==> src/hdl/sbc_pkg.sv <==
`timescale 1ns / 1ps

package sbc_pkg;

    localparam int COORD_BITS  = 16;
    localparam int FRAC_BITS   = 16;
    localparam int DIMENSIONS  = 3;
    localparam int LANES       = 3;

    localparam int DIFF_W  = COORD_BITS + 1;
    localparam int PROD_W  = 2 * DIFF_W;
    localparam int CROSS_W = PROD_W + 1;
    localparam int SQ_W    = 2 * CROSS_W;
    localparam int SUM_W   = SQ_W + 2;
    localparam int NUM_W   = 2 * CROSS_W - 2;
    localparam int WEIGHT_W = 25;
    localparam int LIM_W   = NUM_W + 2 * FRAC_BITS;
    localparam int U_W     = NUM_W + WEIGHT_W;
    localparam int CAND_W  = U_W + WEIGHT_W + 1;

    localparam int ROOT_STAGES = WEIGHT_W;
    localparam int FRONT_STAGES = 5;

    localparam int QDEPTH = 4;
    localparam int QAW    = 2;

    typedef struct packed {
        logic [DIMENSIONS-1:0][COORD_BITS-1:0]            pnt;
        logic [LANES-1:0][DIMENSIONS-1:0][COORD_BITS-1:0] vtx;
    } coord_item_t;

    typedef struct packed {
        logic [NUM_W-1:0]            den;
        logic [LANES-1:0][NUM_W-1:0] num;
        logic [LANES-1:0]            neg;
        logic                        degen;
    } area_item_t;

    typedef struct packed {
        logic [LANES-1:0][WEIGHT_W-1:0] weight;
        logic                           degen;
    } weight_item_t;

    typedef struct packed {
        logic full;
        logic empty;
    } queue_status_t;

    function automatic int nxt(input int k);
        return (k + 1) % DIMENSIONS;
    endfunction

    function automatic int prv(input int k);
        return (k + 2) % DIMENSIONS;
    endfunction

endpackage

==> src/hdl/sbc_out_queue.sv <==
`timescale 1ns / 1ps

module sbc_out_queue
    import sbc_pkg::*;
(
    input  logic          clk,
    input  logic          rst_n,
    input  logic          wr_en,
    input  weight_item_t  wr_item,
    input  logic          rd_en,
    output weight_item_t  rd_item,
    output queue_status_t status
);

    weight_item_t   mem_reg [QDEPTH];
    logic [QAW-1:0] wr_ptr_reg;
    logic [QAW-1:0] rd_ptr_reg;
    logic [QAW:0]   cnt_reg;
    logic [QAW:0]   cnt_next;

    assign rd_item      = mem_reg[rd_ptr_reg];
    assign status.full  = (cnt_reg == (QAW + 1)'(QDEPTH));
    assign status.empty = (cnt_reg == '0);

    always_comb
    begin
        cnt_next = cnt_reg;
        if (wr_en && !rd_en)
        begin
            cnt_next = cnt_reg + 1'b1;
        end
        else if (rd_en && !wr_en)
        begin
            cnt_next = cnt_reg - 1'b1;
        end
    end

    always_ff @(posedge clk or negedge rst_n)
    begin
        if (!rst_n)
        begin
            wr_ptr_reg <= '0;
            rd_ptr_reg <= '0;
            cnt_reg    <= '0;
        end
        else
        begin
            if (wr_en)
            begin
                wr_ptr_reg <= wr_ptr_reg + 1'b1;
            end
            if (rd_en)
            begin
                rd_ptr_reg <= rd_ptr_reg + 1'b1;
            end
            cnt_reg <= cnt_next;
        end
    end

    always_ff @(posedge clk)
    begin
        if (wr_en)
        begin
            mem_reg[wr_ptr_reg] <= wr_item;
        end
    end

endmodule

==> config.mk <==
export PLATFORM = sky130hd
export DESIGN_NAME = sbc_out_queue
export DESIGN_NICKNAME = d
export VERILOG_FILES = /design/src/hdl/sbc_pkg.sv /design/src/hdl/sbc_out_queue.sv
export SDC_FILE = /design/constraint.sdc
export NUM_CORES = 1
export LEC_CHECK = 0
export BUFFER_PORTS_ARGS = -buffer_cell sky130_fd_sc_hd__buf_2
export CAP_MARGIN = 10
export CORE_ASPECT_RATIO = 1.5
export CORE_MARGIN = 1.5
export CORE_UTILIZATION = 40
export DETAILED_ROUTE_END_ITERATION = 12
export HOLD_SLACK_MARGIN = 0.02
export PLACE_DENSITY = 0.64
export SLEW_MARGIN = 20
export SYNTH_ARGS = -nofsm -noshare
export SYNTH_HDL_FRONTEND = slang
export SYNTH_SLANG_ARGS = --single-unit
==> constraint.sdc <==
create_clock -name clk -period 4.5 [get_ports clk]
set_input_delay 0.45 -clock clk [delete_from_list [all_inputs] [get_ports clk]]
set_output_delay 0.45 -clock clk [all_outputs]
set_load 0.02 [all_outputs]
==> run_results.csv <==
group,metric,value,unit
power_and_ir_drop,finalPower,9.345,mW
die,die_height,209.5,microns
timing,fmax,318.4,MHz
logic_synthesis,synth_largest_area_cell,"edfxtp_1",
critical_path,crit_required,4050,ps
logic_synthesis,yosys.area.top_type_share,0.8028,
logic_synthesis,ys_ff_latch,311,
timing,layout_setup_ws,1359,ps
critical_path,cpMaxStageDelayCell,"dfrtp_4",
critical_path,worst_r2r_path_depth,4,
cells_and_area,largest_reg_flops,304,
die,start_util,0.4066,
min_path,min_path_type,"input port to register",
logic_synthesis,yosys.area_share.simple,0.004291,
run,drv_cap,0,
cells_and_area,drive_gt1_frac,0.4610,
global_routing,grt_pass1_wl,32420,microns
cells_and_area,design_area,13570,sq um
cts,clock_latency,550,ps
die,die_width,140.7,microns
logic_synthesis,async_reset_ff_frac,0.02251,
detailed_routing,drc_errors,0,
timing,rsz0062_at_grt,"false",
cts,numCtsBuffers,29,
timing,tightest_slew,913.6,ps
logic_synthesis,synth_compound_area_frac,0.0004401,
status,status,"finished clean",
placement,detailed_place_hpwl,12620,microns
global_routing,grt_max_degree,78,
critical_path,r2r_slack,2290,ps
placement,place_ws,1790,ps
detailed_routing,wl_per_cell,21.42,microns
logic_synthesis,yosysWarnings,0,
logic_synthesis,synth_xor_area_frac,0.004621,
placement,placed_cell_area,12520,sq um
critical_path,crit_path_start_kind,"register",
die,io_pins,158,
die,placementRows,75,
placement,port_buffers,157,
critical_path,reg2reg_to,"mem_reg[2][52]",
cells_and_area,synthToLayoutAreaGrowth,19.37,%
logic_synthesis,ys_seq_area_frac,0.8182,
cts,h-tree-depth,1,
critical_path,max_stage_delay,950,ps
power_and_ir_drop,ir_worst_vdd,0.6222,mV
cells_and_area,multi_input_area,1922,sq um
timing,slew_viol_final,0,
global_routing,grt_antenna_before_repair,2,
logic_synthesis,netlist_instances,432,
placement,place_congestion,0.7149,
min_path,hold_depth,1,
cts,clock_sinks,311,
timing,finalSetupViolCount,0,
detailed_routing,ant_nets,0,
timing,slew_headroom,0.3909,
logic_synthesis,synth_fp_nets,518,
critical_path,path_max_fanout,40,
critical_path,cp.arrival,2690,ps
timing,fin_crit,3141,ps
detailed_routing,routed_wl,20920,microns
timing,setup_tns,0,ps
detailed_routing,drt_iter0_markers,242,
global_routing,grt_usage,0.1450,
timing,finalCritPeriodShare,0.6979,
critical_path,crit_type,"register to output pin",
critical_path,path_cells,"buf_12 -> mux4_2 -> buf_2",
detailed_routing,vias,4958,
power_and_ir_drop,p_leak,4.640,nW
cells_and_area,layout.nets,695,
critical_path,cp-end-kind,"output pin",
logic_synthesis,synth_cell_types,21,
cts,clkTransAtPathRegs,60,ps
timing,hold_viol,0,
global_routing,gr-total-overflow,0,
logic_synthesis,synth_top_family_by_area,"multiplexers",
detailed_routing,via_per_inst,5.075,
logic_synthesis,synth_edf_count,304,
cells_and_area,register_area,9311,sq um
cells_and_area,fillers,2284,
cts,cts_root_buf,"clkbuf_16",
critical_path,r2r-start,"wr_ptr_reg[0]",
logic_synthesis,synthAdderAreaFrac,0.007262,
cts,cts_tree,"built",
timing,fin_skew,17.42,ps
min_path,hold_start,"wr_item[38]",
min_path,whs_endpoint,"mem_reg[3][38]",
die,core_area,27960,sq um
die,die_area,29470,sq um
global_routing,grt_pass1_vias,5725,
cts,cts_max_path_buffers,3,
power_and_ir_drop,p_per_area,688.5,nW/um^2
logic_synthesis,syn-cell-area,11370,sq um
logic_synthesis,synth.area.mux_share,0.1515,
logic_synthesis,ys.flop_type,"edfxtp_1",
logic_synthesis,synthTopCellsByArea,"edfxtp_1 (80%), mux4_2 (15%), dfrtp_1 (1.5%), ha_1 (0.55%), buf_12 (0.35%)",
logic_synthesis,synth_area_per_cell,26.32,sq um
detailed_routing,drt-pass1-iter-count,4,
## cells in the mapped netlist (all sizes together), types with 2 or more instances
cell and number:
ha 5, clkbuf 3, xnor2 2, and2 4
inv 4, buf 15, nand2 2, dfrtp 7
mux4 76, xor2 4, edfxtp 304
## worst max-delay path: cells and delay by family, from the launching register on
family   cells  cell delay (ps)
buf+inv      2              590
flops        1              950
mux          1              600
## area by class of cell
cell class                      count  share of cell area
Clock inverter                     20             0.02065
Tap cell                          346             0.03190
Timing Repair Buffer              164             0.06434
Clock buffer                       31             0.05402
Sequential cell                   311              0.6860
Antenna cell                        2           0.0003687
Multi-Input combinational cell     99              0.1416
Inverter                            4            0.001106
## stage by stage
stage,util,instances,hold WS (ps)
after floorplan,-,432,154.4
after global placement,0.4476,922,288.4
after detailed placement,0.4476,922,296.6
after CTS,0.4842,974,79.54
after global routing,0.4854,977,89.75
final,0.4854,977,112.5
## placed cells by master, fill, tap and decap left out, drive strengths merged
master / count
diode: 2
and2: 4
dfrtp: 7
nand2: 2
buf: 163
bufinv: 7
inv: 5
ha: 5
mux2: 1
dlygate4sd3: 1
o21ai: 1
clkinv: 12
edfxtp: 304
xnor2: 2
nor2: 1
nor3b: 1
mux4: 76
fa: 1
clkbuf: 31
nor3: 1
xor2: 4
## routing by layer
layer / vias up / GRT usage / wire (microns)
li1: 2208 / - / -
met1: 2565 / 0.1621 / 7730
met2: 139 / 0.2672 / 11470
met3: 46 / 0.02441 / 904
met4: 0 / 0.06861 / 814
met5: - / 0 / 0
## cell families (layout without fill, tap and decap cells)
family,after synthesis,count (layout)
AOI/OAI and AO/OA,1,1
xor gates and xnor gates,6,6
adders and majority gates,6,6
buffers and inverters,22,219
DFF,311,311
muxes,77,77
other,0,2
and+or+nand+nor,9,9
## report_power, final
part / switching, mW / internal (mW)
logic: 1.54 / 1.13
registers: 0.301 / 3.80
clock network: 1.01 / 1.58
## timing repair
action | CTS | global route
gates resized for setup | 0 | 0
buffers inserted | 0 | 0
hold buffers | 1 | 0
hold endpoints to repair | 7 | 0
setup endpoints to repair | 0 | 0
## worst max-delay path by stage
stage / startpoint / to / cells past startpoint
6_report: rd_ptr_reg[0] / rd_item[74] / 3
5_1_grt: rd_ptr_reg[0] / rd_item[74] / 3
4_1_cts: rd_ptr_reg[0] / rd_item[74] / 3
3_5_place_dp: rd_ptr_reg[0] / rd_item[74] / 3
3_3_place_gp: rd_ptr_reg[0] / rd_item[74] / 3
2_1_floorplan: wr_ptr_reg[0] / mem_reg[2][0] / 3
Note: power is estimated with default switching activity, not from simulation.
